### src/design/sfr_pkg.sv
// shared types, constants and helpers for the stream find and replace block
package sfr_pkg;

    localparam int MAX_PATTERN     = 16;
    localparam int MAX_REPLACEMENT = 16;
    localparam int CFG_IDX_W       = 3;
    localparam int CFG_DATA_W      = 64;

    typedef logic [7:0]            byte_t;
    typedef logic [4:0]            len_t;
    typedef logic [3:0]            pos_t;
    typedef logic [CFG_IDX_W-1:0]  cfg_idx_t;
    typedef logic [CFG_DATA_W-1:0] cfg_data_t;

    localparam cfg_idx_t REG_PATTERN_LENGTH      = 3'd0;
    localparam cfg_idx_t REG_PATTERN_BYTES_LOW   = 3'd1;
    localparam cfg_idx_t REG_PATTERN_BYTES_HIGH  = 3'd2;
    localparam cfg_idx_t REG_REPLACE_LENGTH      = 3'd3;
    localparam cfg_idx_t REG_REPLACE_BYTES_LOW   = 3'd4;
    localparam cfg_idx_t REG_REPLACE_BYTES_HIGH  = 3'd5;

    function automatic len_t clamp_len(len_t v, len_t maxv);
        len_t r;
        if (v == 5'd0)
        begin
            r = 5'd1;
        end
        else if (v > maxv)
        begin
            r = maxv;
        end
        else
        begin
            r = v;
        end
        return r;
    endfunction

    function automatic byte_t pick_byte(cfg_data_t lo, cfg_data_t hi, pos_t i);
        byte_t r;
        if (i[3])
        begin
            r = hi[{i[2:0], 3'b000} +: 8];
        end
        else
        begin
            r = lo[{i[2:0], 3'b000} +: 8];
        end
        return r;
    endfunction

endpackage

### src/design/sfr_ifs.sv
// valid/ready channel interfaces for input bytes, output bytes and config writes
interface sfr_in_if;
    import sfr_pkg::*;
    logic  valid;
    logic  ready;
    byte_t in_byte;
    logic  stream_end;
    modport source (output valid, output in_byte, output stream_end, input ready);
    modport sink   (input valid, input in_byte, input stream_end, output ready);
endinterface

interface sfr_out_if;
    import sfr_pkg::*;
    logic  valid;
    logic  ready;
    byte_t out_byte;
    logic  run_last;
    logic  output_end;
    modport source (output valid, output out_byte, output run_last, output output_end,
                    input ready);
    modport sink   (input valid, input out_byte, input run_last, input output_end,
                    output ready);
endinterface

interface sfr_cfg_if;
    import sfr_pkg::*;
    logic      valid;
    logic      ready;
    cfg_idx_t  index;
    cfg_data_t data;
    modport source (output valid, output index, output data, input ready);
    modport sink   (input valid, input index, input data, output ready);
endinterface

### src/design/stream_find_replace_core.sv
// stream find and replace core: sequencer around one shared prefix compare unit
//
//  channel | dir | payload                          | beat
//  --------+-----+----------------------------------+------------------------------
//  cfg     | in  | index, data                      | register write, always ready
//  din     | in  | in_byte, stream_end              | one source byte
//  dout    | out | out_byte, run_last, output_end   | one rewritten byte
//
// a byte is accepted in S_IDLE, then compared in S_SCAN, which releases front bytes
// until the final compare; S_REPL or S_FLUSH emit bytes and S_FIN closes the byte
// one emitted byte waits in a pending register so run_last is known when it leaves
// din.ready is low from accept through the closing cycle; dout stalls hold the sequencer
// reset clears control and config; the held byte buffer is not cleared
module stream_find_replace_core
(
    input  logic     clk,
    input  logic     rst_n,
    sfr_cfg_if.sink  cfg,
    sfr_in_if.sink   din,
    sfr_out_if.source dout
);
    import sfr_pkg::*;

    localparam logic [2:0] S_IDLE  = 3'd0;
    localparam logic [2:0] S_SCAN  = 3'd1;
    localparam logic [2:0] S_REPL  = 3'd2;
    localparam logic [2:0] S_FLUSH = 3'd3;
    localparam logic [2:0] S_FIN   = 3'd4;

    logic [2:0] state_reg, state_next;
    len_t       pat_len_reg, rep_len_reg;
    cfg_data_t  pat_lo_reg, pat_hi_reg, rep_lo_reg, rep_hi_reg;

    byte_t      buf_reg [MAX_PATTERN];
    byte_t      buf_next [MAX_PATTERN];
    len_t       cnt_reg, cnt_next;
    logic       first_reg, first_next;
    logic       end_reg, end_next;
    pos_t       idx_reg, idx_next;

    logic       pend_valid_reg, pend_valid_next;
    byte_t      pend_byte_reg, pend_byte_next;
    logic       out_valid_reg, out_valid_next;
    byte_t      out_byte_reg, out_byte_next;
    logic       out_last_reg, out_last_next;
    logic       out_end_reg, out_end_next;

    len_t       plen, rlen;
    logic       eq, full, keep;
    logic       slot_free, can_emit, emit_req;
    byte_t      emit_byte;

    assign plen = clamp_len(pat_len_reg, len_t'(MAX_PATTERN));
    assign rlen = clamp_len(rep_len_reg, len_t'(MAX_REPLACEMENT));

    // prefix compare of the held buffer against the pattern over cnt bytes
    always_comb
    begin
        eq = 1'b1;
        for (int i = 0; i < MAX_PATTERN; i++)
        begin
            if ((len_t'(i) < cnt_reg) &&
                (buf_reg[i] != pick_byte(pat_lo_reg, pat_hi_reg, pos_t'(i))))
            begin
                eq = 1'b0;
            end
        end
    end

    assign full = first_reg && (cnt_reg == plen) && eq;
    assign keep = (cnt_reg < plen) && eq;

    assign slot_free = !out_valid_reg || dout.ready;
    assign can_emit  = !pend_valid_reg || slot_free;

    assign cfg.ready = 1'b1;
    assign din.ready = (state_reg == S_IDLE);

    assign dout.valid      = out_valid_reg;
    assign dout.out_byte   = out_byte_reg;
    assign dout.run_last   = out_last_reg;
    assign dout.output_end = out_end_reg;

    always_comb
    begin
        state_next      = state_reg;
        buf_next        = buf_reg;
        cnt_next        = cnt_reg;
        first_next      = first_reg;
        end_next        = end_reg;
        idx_next        = idx_reg;
        pend_valid_next = pend_valid_reg;
        pend_byte_next  = pend_byte_reg;
        out_valid_next  = out_valid_reg && !dout.ready;
        out_byte_next   = out_byte_reg;
        out_last_next   = out_last_reg;
        out_end_next    = out_end_reg;
        emit_req        = 1'b0;
        emit_byte       = buf_reg[0];

        unique case (state_reg)
            S_IDLE:
            begin
                if (din.valid)
                begin
                    buf_next[cnt_reg[3:0]] = din.in_byte;
                    cnt_next   = cnt_reg + 5'd1;
                    end_next   = din.stream_end;
                    first_next = 1'b1;
                    state_next = S_SCAN;
                end
            end
            S_SCAN:
            begin
                if (full)
                begin
                    cnt_next   = 5'd0;
                    idx_next   = 4'd0;
                    state_next = S_REPL;
                end
                else if (keep)
                begin
                    if (end_reg && (cnt_reg != 5'd0))
                    begin
                        state_next = S_FLUSH;
                    end
                    else
                    begin
                        state_next = S_FIN;
                    end
                end
                else
                begin
                    emit_req = 1'b1;
                    if (can_emit)
                    begin
                        for (int i = 0; i < MAX_PATTERN - 1; i++)
                        begin
                            buf_next[i] = buf_reg[i+1];
                        end
                        cnt_next   = cnt_reg - 5'd1;
                        first_next = 1'b0;
                    end
                end
            end
            S_REPL:
            begin
                emit_req  = 1'b1;
                emit_byte = pick_byte(rep_lo_reg, rep_hi_reg, idx_reg);
                if (can_emit)
                begin
                    idx_next = idx_reg + 4'd1;
                    if ((len_t'({1'b0, idx_reg}) + 5'd1) == rlen)
                    begin
                        state_next = S_FIN;
                    end
                end
            end
            S_FLUSH:
            begin
                emit_req = 1'b1;
                if (can_emit)
                begin
                    for (int i = 0; i < MAX_PATTERN - 1; i++)
                    begin
                        buf_next[i] = buf_reg[i+1];
                    end
                    cnt_next = cnt_reg - 5'd1;
                    if (cnt_reg == 5'd1)
                    begin
                        state_next = S_FIN;
                    end
                end
            end
            S_FIN:
            begin
                if (!pend_valid_reg)
                begin
                    state_next = S_IDLE;
                end
                else if (slot_free)
                begin
                    out_valid_next  = 1'b1;
                    out_byte_next   = pend_byte_reg;
                    out_last_next   = 1'b1;
                    out_end_next    = end_reg;
                    pend_valid_next = 1'b0;
                    state_next      = S_IDLE;
                end
            end
            default:
            begin
                state_next = S_IDLE;
            end
        endcase

        // pending byte moves to the output when the next one arrives
        if (emit_req && can_emit)
        begin
            if (pend_valid_reg)
            begin
                out_valid_next = 1'b1;
                out_byte_next  = pend_byte_reg;
                out_last_next  = 1'b0;
                out_end_next   = 1'b0;
            end
            pend_valid_next = 1'b1;
            pend_byte_next  = emit_byte;
        end
    end

    always_ff @(posedge clk or negedge rst_n)
    begin
        if (!rst_n)
        begin
            state_reg      <= S_IDLE;
            cnt_reg        <= 5'd0;
            first_reg      <= 1'b0;
            end_reg        <= 1'b0;
            idx_reg        <= 4'd0;
            pend_valid_reg <= 1'b0;
            out_valid_reg  <= 1'b0;
            pat_len_reg    <= 5'd1;
            pat_lo_reg     <= '0;
            pat_hi_reg     <= '0;
            rep_len_reg    <= 5'd1;
            rep_lo_reg     <= '0;
            rep_hi_reg     <= '0;
        end
        else
        begin
            state_reg      <= state_next;
            cnt_reg        <= cnt_next;
            first_reg      <= first_next;
            end_reg        <= end_next;
            idx_reg        <= idx_next;
            pend_valid_reg <= pend_valid_next;
            out_valid_reg  <= out_valid_next;
            if (cfg.valid)
            begin
                unique case (cfg.index)
                    REG_PATTERN_LENGTH:     pat_len_reg <= cfg.data[4:0];
                    REG_PATTERN_BYTES_LOW:  pat_lo_reg  <= cfg.data;
                    REG_PATTERN_BYTES_HIGH: pat_hi_reg  <= cfg.data;
                    REG_REPLACE_LENGTH:     rep_len_reg <= cfg.data[4:0];
                    REG_REPLACE_BYTES_LOW:  rep_lo_reg  <= cfg.data;
                    REG_REPLACE_BYTES_HIGH: rep_hi_reg  <= cfg.data;
                    default:
                    begin
                    end
                endcase
            end
        end
    end

    always_ff @(posedge clk)
    begin
        buf_reg       <= buf_next;
        pend_byte_reg <= pend_byte_next;
        out_byte_reg  <= out_byte_next;
        out_last_reg  <= out_last_next;
        out_end_reg   <= out_end_next;
    end

endmodule

### src/flat_wrapper.sv
// flat-port wrapper written by rule: the top's interface ports become plain ports
module stream_find_replace_core_flat import sfr_pkg::*;
  (clk, rst_n, cfg_valid, cfg_index, cfg_data, cfg_ready, din_valid, din_in_byte, din_stream_end, din_ready, dout_valid, dout_out_byte, dout_run_last, dout_output_end, dout_ready);
  sfr_cfg_if cfg_i ();
  sfr_in_if din_i ();
  sfr_out_if dout_i ();
  input  logic clk;
  input  logic rst_n;
  input wire logic [$bits(cfg_i.valid)-1:0] cfg_valid;
  input wire logic [$bits(cfg_i.index)-1:0] cfg_index;
  input wire logic [$bits(cfg_i.data)-1:0] cfg_data;
  output wire logic [$bits(cfg_i.ready)-1:0] cfg_ready;
  input wire logic [$bits(din_i.valid)-1:0] din_valid;
  input wire logic [$bits(din_i.in_byte)-1:0] din_in_byte;
  input wire logic [$bits(din_i.stream_end)-1:0] din_stream_end;
  output wire logic [$bits(din_i.ready)-1:0] din_ready;
  output wire logic [$bits(dout_i.valid)-1:0] dout_valid;
  output wire logic [$bits(dout_i.out_byte)-1:0] dout_out_byte;
  output wire logic [$bits(dout_i.run_last)-1:0] dout_run_last;
  output wire logic [$bits(dout_i.output_end)-1:0] dout_output_end;
  input wire logic [$bits(dout_i.ready)-1:0] dout_ready;
  assign cfg_i.valid = cfg_valid;
  assign cfg_i.index = cfg_index;
  assign cfg_i.data = cfg_data;
  assign cfg_ready = cfg_i.ready;
  assign din_i.valid = din_valid;
  assign din_i.in_byte = din_in_byte;
  assign din_i.stream_end = din_stream_end;
  assign din_ready = din_i.ready;
  assign dout_valid = dout_i.valid;
  assign dout_out_byte = dout_i.out_byte;
  assign dout_run_last = dout_i.run_last;
  assign dout_output_end = dout_i.output_end;
  assign dout_i.ready = dout_ready;
  stream_find_replace_core u_core (.clk(clk), .rst_n(rst_n), .cfg(cfg_i), .din(din_i), .dout(dout_i));
endmodule
### config.mk
export PLATFORM = sky130hd
export DESIGN_NAME = stream_find_replace_core_flat
export DESIGN_NICKNAME = d
export VERILOG_FILES = /design/src/design/sfr_pkg.sv /design/src/design/sfr_ifs.sv /design/src/design/stream_find_replace_core.sv /design/src/flat_wrapper.sv
export SDC_FILE = /design/constraint.sdc
export NUM_CORES = 1
export LEC_CHECK = 0
export ABC_AREA = 1
export BUFFER_PORTS_ARGS = -buffer_cell sky130_fd_sc_hd__buf_2
export CAP_MARGIN = 20
export CORE_ASPECT_RATIO = 2
export CORE_MARGIN = 4
export CORE_UTILIZATION = 25
export DETAILED_ROUTE_END_ITERATION = 8
export SYNTH_ARGS = -nofsm -noshare
export SYNTH_HDL_FRONTEND = slang
export SYNTH_SLANG_ARGS = --single-unit
### constraint.sdc
create_clock -name clk -period 3.05 [get_ports clk]
set_clock_uncertainty 0.15 [all_clocks]
set_input_delay 0.4575 -clock clk [delete_from_list [all_inputs] [get_ports clk]]
set_output_delay 0.4575 -clock clk [all_outputs]
set_load 0.03 [all_outputs]
# Yosys cells after proc, flatten, opt, wreduce, memory -nomap -nowiden
# Cells that the tools add are included.
# totals
latch_bits	0
regBits	428
mem_bits_rw	0
memories	0
rom_bits	0
# classes
bitwise	1
n_mux	81
div	0
eq_ne	40
shifts	2
order_cmp	21
n_reduce_logical	50
addsub	4
multipliers	0
# op_table
op	count
two-way mux 120 bit	3
one-hot mux 120 bit (3 select lines)	1
bitwise mux 128 bit	1
two-way mux 128 bit	1
!= test 8 bit	16
variable part select 64 x 7 -> 8 bit	2
two-way mux 8 bit	8
two-way mux 1 bit	41
less-than comparator 4 x 5 -> 1 bit, first input constant	8
two-way mux 5 bit	8
demux 8 bit (select 4 bit)	1
two-way mux 3 bit	10
logical AND 1 bit	23
less-than comparator 3 x 5 -> 1 bit, first input constant	4
one-hot mux 3 bit (5 select lines)	1
one-hot mux 5 bit (3 select lines)	1
AND reduction 2 bit	7
equality test 3 x 2 -> 1 bit, second input constant	4
!= test 2 x 1 -> 1 bit, second input constant	6
equality test 5 bit	2
greater-than comparator 5 bit, second input constant	2
logical NOT 5 bit	2
less-than comparator 1 x 5 -> 1 bit, first input constant	2
less-than comparator 2 x 5 -> 1 bit, first input constant	2
other kinds (29)	43

# Longest topological paths before layout
# Gate-level depths: netlist (run 1).
# depth
ltp_word	24
mapped_depth	18
depth_no_buf	17

# Worst setup path before layout (run 1)
# No wires, ideal clock.
# synth_path
kind	register to register
start	register u_core.pat_len_reg[0]
end	register u_core.buf_reg[104] in the netlist's numbering (enable)
setup_ps	370
path_slack_ps	-119
stages_incl_launch_ff	13
required_time_ps	2530
arrival_ps	2649
path_cell_list	dfstp_2 -> or4_1 -> nand2_1 -> nand2_1 -> ha_1 -> nand2_1 -> o21ai_0 -> a21o_1 -> a21oi_1 -> o2111ai_1 -> nand3_2 -> buf_6 -> nor2_1
# synth_between
elab_chain_len	8
word_cells_on_any_way	12
classes_between	order compare (2); eq/ne (3); mux (2); reduce/logical (5)
# synth_rtl
item	line	text
from (decl)	stream_find_replace_core.sv:31	len_t pat_len_reg, rep_len_reg;
from (signal assigned)	stream_find_replace_core.sv:242	REG_PATTERN_LENGTH: pat_len_reg <= cfg.data[4:0];
greater-than comparator 5 bit	sfr_pkg.sv:28	else if (v > maxv)
two-way mux 5 bit	sfr_pkg.sv:28	
two-way mux 5 bit *	sfr_pkg.sv:24	if (v == 5'd0)
parallel branches: the longest is 4 deep, another holds less-than comparator 5 bit	-	
AND reduction 4 bit (no line) *	-	
to (signal assigned)	stream_find_replace_core.sv:258	buf_reg <= buf_next;
to (decl)	stream_find_replace_core.sv:34	byte_t buf_reg [MAX_PATTERN];
# Mark *: on every way between the ends.
# A chain may end at the register's enable or synchronous reset.

==> results of run 1 <==
what timing repair did:
action / 4_1_cts / 5_1_grt
setup buffers: 1 / 1
hold endpoints to repair: 62 / 0
endpoints found under the setup margin: 146 / 148
hold buffers: 10 / 0
pin swaps: 4 / 8
gates resized for setup: 7 / 23
worst max-delay path by stage:
stage / endpoint / depth (start not counted)
2_1_floorplan: u_core.buf_reg[104] / 12
3_3_place_gp: u_core.pend_byte_reg[1] / 14
3_5_place_dp: u_core.pend_byte_reg[2] / 14
4_1_cts: register / 15
5_1_grt: register / 15
6_report: register / 15
metal layers:
metal | wire length, µm | track usage [%] | up-vias | part of all wire [%]
met5 | 0 | 0 | - | 0
met4 | 6220 | 12.01 | 0 | 9.0
met3 | 2905 | 1.919 | 206 | 4.2
met2 | 35950 | 29.25 | 552 | 52
met1 | 24070 | 16.12 | 7766 | 35
li1 | - | - | 7716 | -
cell usage in the layout, fill, tap and decap left out, drive strengths merged:
master       netlist  final
a21o               1      1
edfxtp           145    145
mux2               1      1
o22ai             33     33
a21oi             10     10
bufinv             0      1
clkinv             1     16
conb               1      1
o21ai            478    478
o21bai             1      1
ha                11     11
mux2i              1      1
nand4             18     18
or2                4      4
clkbuf           102     50
dlygate4sd3        0     10
dfrtp            280    280
o2111ai            2      2
nor2             185    185
xor2               7      7
xnor2            105    105
a221oi             1      1
or4                1      1
nor3               6      6
clkinvlp           0      3
nand3             39     39
diode              0      1
inv              176    179
o211ai             1      1
nand2            641    641
dfxtp              1      1
o221ai            16     16
dfstp              2      2
buf               11    179
cell families after synthesis:
logic type      share of synthesized area (%)
compound gates                          14.22
xor+xnor                                4.880
buf+inv                                 5.651
mux                                    0.1058
other cells                           0.01865
fa+ha+maj                              0.6846
flops                                   56.87
simple gates                            17.57
power by group:
part | leakage (µW) | switching, µW | internal (µW)
Sequential | 0.00498 | 1560 | 8260
Combinational | 0.00482 | 5190 | 2980
Clock | 0.000630 | 2300 | 2710
through the flow:
stage / power, µW / setup slack [ns]
6_report: 22990 / 0.05289
5_1_grt: 24330 / -0.06681
4_1_cts: 22940 / 0.005628
3_5_place_dp: 17840 / -0.1210
3_3_place_gp: 17730 / -0.1045
2_1_floorplan: 14420 / -0.1193
final cells by class:
class                           count  share of cell area, %
Clock buffer                       50                  4.679
Multi-Input combinational cell   1563                  32.34
Clock inverter                     22                 0.7421
Inverter                          177                  2.826
Antenna cell                        1                0.01053
Tap cell                         1036                  5.453
Sequential cell                   428                  48.10
Timing Repair Buffer              189                  5.847
worst max-delay path, stage by stage (launching register included):
cell,delay (ns)
dfrtp_1,0.38
or4_4,0.54
nand2_4,0.10
nand2_4,0.05
ha_4,0.28
nand2_4,0.05
o21ai_2,0.12
a21o_1,0.14
a21oi_2,0.07
buf_4,0.14
o211ai_4,0.16
nand2_2,0.11
nand2_4,0.10
nand2_1,0.05
o21ai_1,0.07
buf_4,0.18
==> run summary, run 1 <==
Grt total ovfl: 0
Area after DPL: 0.02225 mm²
Final setup vio count: 0
Number of flip-flops in the largest register: 128
Initial antenna violation count: 1
Clk_lat worst skew: 0.58 ns
Residual DRC: 0
Syn Inst Count: 2281
Fraction of layout cells with a size suffix above 1: 12.31%
Starting Density: 25.30%
Ys async rst share: 65.89%
Port bufs: 92
Actual slew at the worst max-slew pin: 0.7109 ns
CTS Sinks: 428
Share of the synthesized area in the top cell type: 34.85%
DR vias: 16240
# rows: 146
Worst min path class: in2reg
Hold slack final: 0.07833 ns
Dpl hpwl: 52060 µm
Post-layout nets: 2490
Register area: 0.01143 mm²
Area contributors post-synth: dfrtp_1, edfxtp_1, nand2_1
Top cell type by total area after synthesis: dfrtp_1
Max-slew violation count: 0
Final wirelength: 69140 µm
Power per standard cell area: 967.2 mW/mm²
Slew headroom: 52.61%
Gr usage total: 15.86%
Core box area: 0.07946 mm²
IO Count: 94
CTS root buffer: clkbuf_16
CP Capture Type: register
Post-Syn Area: 0.02010 mm²
Synth Flop Type: dfrtp_1
Post-synth EDFFs: 145
R2R Setup Slk: 0.05 ns
Leak: 0.01043 µW
Syn nets: 2373
Routed len/inst: 19.95 µm
Dpl cells: 3381
Final std cells w/o fill: 3466
VDD IR-drop max: 0.3876 mV
FF+latch count, synth: 428
Design area: 0.02377 mm²
First-pass GRT wire length: 102900 µm
# H-tree levels: 2
Fin Setup TNS: 0 ns
Status: finished clean
Crit Path Class: reg2reg
Die span in x: 208.5 µm
Hold path endpoint: u_core.rep_hi_reg[63]
Final hold vios: 0
Final Critical Period: 2.997 ns
Die area: 0.08529 mm²
Max Cap Viol: 0
CP Data Arrival Time: 3.14 ns
CP Max Fanout: 8
Final Core Density: 29.92%
Count leader, synth: nand2_1
Worst hold path depth: 3
Worst Hold Launch: cfg_data[63]
Die H: 409.0 µm
Avg Cell Area, Syn: 8.813 µm²
DR pass1 iterations: 5
Fmax: 0.3337 GHz
Pin count of the biggest net entering global routing: 129
Vias in the first global route: 16730
Synth warn: 0
Setup crit start: u_core.pat_len_reg[1]
Placer congestion estimate: 0.9377
Yosys cell types: 46
Register area share after synthesis: 56.87%
Clk slew on worst S/H paths: 0.07 ns
Final ANT Viol Nets: 0
Fill count: 8431
RSZ-0062 raised after global routing: yes
TritonCTS Buffers: 39
Area of the multi-input gates: 0.007689 mm²
Worst r2r path cells: 15
CTS tree: yes
Area growth, synth to finish: 18.25%
Iter 0 DRT Violations: 1128
Clock Tree Buf Depth: 3
Fin crit share: 98.27%
CP Launch Type: register
Worst r2r src: u_core.pat_len_reg[1]
Commonest cells in the netlist: nand2_1, o21ai_0, dfrtp_1, nor2_1, inv_1
CP required: 3.19 ns
Drt via density: 4.686
(Power assumes the default switching activity.)
==> inputs of run 2 (changes only) <==
ABC_AREA = 0   (was 1)
RECOVER_POWER = 50   (was default)
==> run summary, run 2 <==
Switching fraction of total power: 35.15%
First-pass GRT wire length: 92180 µm
Initial antenna violation count: 14
Hold path endpoint: u_core.rep_hi_reg[21]
DR vias: 13140
Post-layout nets: 1770
CP required: 3.35 ns
Power Internal: 14580 µW
Worst Hold Launch: cfg_data[21]
Final Critical Period: 3.175 ns
Final setup vio count: 138
Fraction of layout cells with a size suffix above 1: 37.67%
Pre-CTS setup slack: -0.4578 ns
CTS root buffer: clkbuf_16
CP Capture Type: register
Worst min path class: in2reg
Clock Tree Buf Depth: 3
Synth Flop Type: dfrtp_1
Area after DPL: 0.02208 mm²
Combinational share of power: 34.2%
Post-synth EDFFs: 145
Vias in the first global route: 14260
Die H: 404.3 µm
Fmax: 0.3149 GHz
Iter 0 DRT Violations: 838
Drt via density: 4.792
Residual DRC: 0
CP Launch Type: register
Slew headroom: -35.28%
Routed len/inst: 23.22 µm
Area growth, synth to finish: 22.30%
Final hold vios: 0
Core box area: 0.07801 mm²
CP Data Arrival Time: 3.48 ns
Design area: 0.02401 mm²
Count leader, synth: dfrtp_1
FF+latch count, synth: 428
Fin crit share: 104.1%
Placer congestion estimate: 0.9198
Share of the synthesized area in the top cell type: 35.70%
Leak: 0.009286 µW
Fill count: 7856
Crit Path Class: reg2reg
Gr usage total: 14.98%
Commonest non-fill, non-tap cell in the layout: dfrtp_1
RSZ-0062 raised after global routing: yes
Port bufs: 92
Ys async rst share: 65.89%
Clk_lat worst skew: 0.57 ns
Worst r2r src: u_core.buf_reg[43]
IO Count: 94
Clock share of power: 22.0%
Sw power: 7904 µW
CTS Sinks: 428
Reg-to-Reg End: u_core.cnt_reg[3]
DR pass1 iterations: 5
Clk slew on worst S/H paths: 0.07 ns
Flop pwr share: 43.9%
Final Core Density: 30.77%
Die area: 0.08333 mm²
Synth warn: 0
Die span in x: 206.1 µm
Failing checks: capacitance limit, slew limit, setup timing
Dpl hpwl: 48480 µm
Pin count of the biggest net entering global routing: 127
Yosys cell types: 57
R2R Setup Slk: -0.13 ns
Syn nets: 1570
Final ANT Viol Nets: 0
CTS tree: yes
# rows: 145
VDD IR-drop max: 0.3987 mV
Worst setup slack after layout: -0.1253 ns
TritonCTS Buffers: 37
Max-slew violation count: 156
Avg Cell Area, Syn: 13.28 µm²
Register area share after synthesis: 58.25%
Actual slew at the worst max-slew pin: 2.029 ns
Commonest cells in the netlist: dfrtp_1, mux2_2, nand2_1, edfxtp_1, o21ai_0
Area contributors post-synth: dfrtp_1, edfxtp_1, mux2_2
Post-Syn Area: 0.01963 mm²
Starting Density: 25.16%
CP Max Fanout: 3
Max Cap Viol: 3
Status: finished, violations left
Top cell type by total area after synthesis: dfrtp_1
Worst hold path depth: 2
Number of flip-flops in the largest register: 128
# H-tree levels: 2
Worst r2r path cells: 9
Most frequent cells in the layout: dfrtp_1, mux2_2, nand2_1
Grt total ovfl: 0
Syn Inst Count: 1478
Power per standard cell area: 936.6 mW/mm²
Final wirelength: 63660 µm
==> run 2: cell count changes after synthesis, sizes merged, moves of 33 or more <==
cell    change
nand3      -33
nand2     -470
mux4       +40
xor2       +35
nor2      -157
mux2      +274
inv       -166
clkbuf     -38
o21ai     -335
==> run 2: worst max-delay path by stage <==
| stage | from | to | slack (ns) | cells after the start |
|---|---|---|---|---|
| global placement | u_core.buf_reg[42] | u_core.pend_byte_reg[4] | -0.47 | 11 |
| global route | u_core.buf_reg[27] | u_core.cnt_reg[3] | -0.20 | 9 |
| finish | u_core.buf_reg[43] | u_core.cnt_reg[3] | -0.13 | 9 |
| floorplan | u_core.cnt_reg[1] | u_core.buf_reg[104] | 0.04 | 11 |
| CTS | u_core.buf_reg[27] | u_core.cnt_reg[3] | -0.12 | 9 |
| detailed placement | u_core.buf_reg[46] | u_core.cnt_reg[3] | -0.46 | 9 |
==> run 2: cell type report <==
type	instances	area (µm²)	area share, %
clock inverter	18	224.0	0.9329
inverter	10	37.54	0.1564
multi-input combinational	967	8245	34.35
sequential	428	11430	47.63
timing repair buffer	234	1738	7.239
tap	1029	1287	5.363
antenna	6	15.01	0.06254
clock buffer	50	1025	4.268
==> run 2: timing repair <==
item,CTS,global route
gates resized for setup,52,41
endpoints found under the setup margin,162,157
pin swaps,21,7
hold endpoints to repair,125,0
buffers inserted,6,14
gates cloned,1,1
hold buffers,11,0
==> run 2: logic make-up (layout without fill, tap and decap cells) <==
logic type,after synthesis,after routing,synth area share (%)
xor gates and xnor gates,133,133,5.934
adders and majority gates,11,11,0.7012
muxes,315,315,20.37
and+or+nand+nor,292,292,6.891
other,1,7,0.01910
AOI/OAI and AO/OA,215,215,6.202
DFF,428,428,58.25
buffers and inverters,83,312,1.638
==> run 2: critical path, stage by stage, from the launching register on <==
cell and delay [ns]:
edfxtp_1 0.43, xnor2_1 0.17, nand4_1 0.21, nor4_4 0.38, buf_4 0.20, o21ai_4 0.07, or4_4 0.55, or4_4 0.51
a22o_1 0.19, a22o_1 0.20
==> run 2: power groups by stage <==
stage | clock network (µW) | logic (µW) | registers (µW)
floorplan | 0 | 4090 | 9450
finish | 4940 | 7680 | 9860
global route | 5240 | 8230 | 10000
detailed placement | 0 | 6730 | 9960
CTS | 5060 | 7090 | 9850
global placement | 0 | 6590 | 9890
==> run 2: layer usage <==
| layer | vias to the layer above | share of wire [%] | GRT usage, % |
|---|---|---|---|
| li1 | 5783 | - | - |
| met1 | 6688 | 30 | 13.19 |
| met2 | 438 | 56 | 29.52 |
| met3 | 213 | 4.8 | 2.694 |
| met4 | 18 | 8.7 | 10.46 |
| met5 | - | 0.18 | 0 |
==> run 2: metrics by stage <==
| stage | TNS (ns) | power (µW) | hold WS (ns) | cells |
|---|---|---|---|---|
| floorplan | 0 | 13540 | 0.01191 | 1478 |
| global placement | -57.68 | 16480 | 0.1700 | 2636 |
| detailed placement | -61.30 | 16690 | 0.1753 | 2636 |
| CTS | -2.420 | 22000 | 0.003520 | 2722 |
| global route | -18.82 | 23470 | 0.02463 | 2739 |
| finish | -11.62 | 22480 | 0.02008 | 2742 |
==> inputs of run 3 (changes only) <==
==> constraint.sdc (replaced) <==
create_clock -name clk -period 3.05 [get_ports clk]
set_clock_uncertainty 0.15 [all_clocks]
set_input_delay 0.1525 -clock clk [delete_from_list [all_inputs] [get_ports clk]]
set_output_delay 0.1525 -clock clk [all_outputs]
set_load 0.03 [all_outputs]
==> run summary, run 3 (synthesis results as in run 2) <==
TritonCTS Buffers: 37
Met1 WL: 20290 µm
Core box area: 0.07801 mm²
CTS tree: yes
Routed len/inst: 22.94 µm
CTS Sinks: 428
Reg-to-Reg End: u_core.cnt_reg[3]
Fin crit share: 103.0%
Starting Density: 25.16%
Grt total ovfl: 0
First-pass GRT wire length: 93870 µm
Gr usage total: 15.22%
Power per standard cell area: 900.5 mW/mm²
CP Data Arrival Time: 3.43 ns
Die area: 0.08333 mm²
R2R Setup Slk: -0.09 ns
Worst r2r path cells: 8
Vias in the first global route: 14510
RSZ-0062 raised after global routing: yes
Worst r2r src: u_core.buf_reg[81]
CP required: 3.34 ns
# H-tree levels: 2
Dpl hpwl: 48080 µm
CP Max Fanout: 3
Iter 0 DRT Violations: 742
Fill count: 7881
Final hold vios: 0
Clk slew on worst S/H paths: 0.07 ns
CP delay by family, top: simple AND/OR/NAND/NOR gates
Hold path endpoint: u_core.pat_len_reg[4]
Clk_lat worst skew: 0.55 ns
Max Cap Viol: 6
Placer congestion estimate: 0.9505
DR pass1 iterations: 5
Failing checks: capacitance limit, slew limit, setup timing
Crit Path Class: reg2reg
IO Count: 94
Initial antenna violation count: 3
Slew headroom: -41.07%
Drt via density: 4.758
Hold slack final: 0.04919 ns
Met3 wire length: 2370 µm
Worst path cell trace: xnor2_1 -> nand4_1 -> nor4_1 -> nor3_2 -> or4_4 -> or4_4 -> a22o_1 -> a22o_1
Actual slew at the worst max-slew pin: 2.116 ns
Final ANT Viol Nets: 0
WP buf/inv: 0
Residual DRC: 0
Die H: 404.3 µm
Worst hold path depth: 5
Final wirelength: 64020 µm
Pin count of the biggest net entering global routing: 127
Post-layout nets: 1825
CP Capture Type: register
Area growth, synth to finish: 23.15%
Most frequent cells in the layout: dfrtp_1, mux2_2, nand2_1
Final setup vio count: 12
CTS root buffer: clkbuf_16
Max incr delay on CP: 0.61 ns
Fraction of layout cells with a size suffix above 1: 33.96%
Slowest CP cell: or4_4
Final Critical Period: 3.142 ns
Worst Hold Launch: cfg_valid
Worst min path class: in2reg
Status: finished, violations left
Die span in x: 206.1 µm
Clock Tree Buf Depth: 3
Port bufs: 92
DR vias: 13280
WL met2: 35300 µm
Final Core Density: 30.99%
Fmax: 0.3182 GHz
CP Launch Type: register
Top routing layer in use: met4
Max-slew violation count: 390
# rows: 145
Number of flip-flops in the largest register: 128
Commonest non-fill, non-tap cell in the layout: dfrtp_1
Leak: 0.009330 µW
Worst setup slack after layout: -0.09244 ns
VDD IR-drop max: 0.3736 mV
-- run 3: worst max-delay path by stage --
stage                                startpoint                 endpoint  slack, ns  cells past startpoint
after floorplan               u_core.cnt_reg[1]      u_core.buf_reg[104]       0.04                     11
after detailed placement     u_core.buf_reg[46]  u_core.pend_byte_reg[6]      -0.33                     11
after global routing         u_core.buf_reg[26]        u_core.cnt_reg[1]      -0.11                     13
after CTS                    u_core.buf_reg[45]        u_core.cnt_reg[3]      -0.08                      9
final                        u_core.buf_reg[81]        u_core.cnt_reg[3]      -0.09                      8
after global placement    u_core.pat_hi_reg[23]  u_core.pend_byte_reg[3]      -0.32                     11
-- run 3: per-stage QoR --
stage	total power, µW	TNS [ns]	setup slack, ns	instance area [µm²]	cells
floorplan	13540	0	0.03795	19630	1478
CTS	21810	-0.08686	-0.07548	24260	2783
global route	22780	-7.810	-0.1135	24170	2787
detailed placement	16670	-37.15	-0.3284	22110	2637
global placement	16470	-32.92	-0.3244	22110	2637
finish	21770	-0.3221	-0.09244	24170	2790
-- run 3: per-layer routing --
layer	GRT usage [%]	vias up
met5	0	-
met4	11.95	0
met3	2.301	199
met2	29.11	427
met1	13.86	6749
li1	-	5901
-- run 3: repair_timing --
item | CTS | global route
resized for setup | 33 | 11
buffers inserted | 3 | 4
cloned | 1 | 0
endpoints found under the setup margin | 162 | 162
endpoints found under the hold margin | 486 | 0
pin swaps | 11 | 5
hold buffers | 78 | 0
-- run 3: power by group --
group | internal (µW) | switching [µW]
logic | 3100 | 4010
clock network | 2660 | 2140
registers | 8380 | 1480
total | 14100 | 7620
-- run 3: cell type report --
class	count	area (µm²)	share of cell area [%]
antenna	3	7.507	0.03106
tap	1029	1287	5.326
sequential	428	11430	47.30
clock buffer	55	1057	4.374
timing repair buffer	289	2177	9.006
multi-input combinational	967	8049	33.30
inverter	10	37.54	0.1553
clock inverter	9	122.6	0.5072
-- run 3: worst register-to-register path, stage by stage (launching register included) --
cell and delay (ns):
edfxtp_1 0.42, xnor2_1 0.20, nand4_1 0.20, nor4_1 0.41, nor3_2 0.15, or4_4 0.61, or4_4 0.51, a22o_1 0.20
a22o_1 0.19
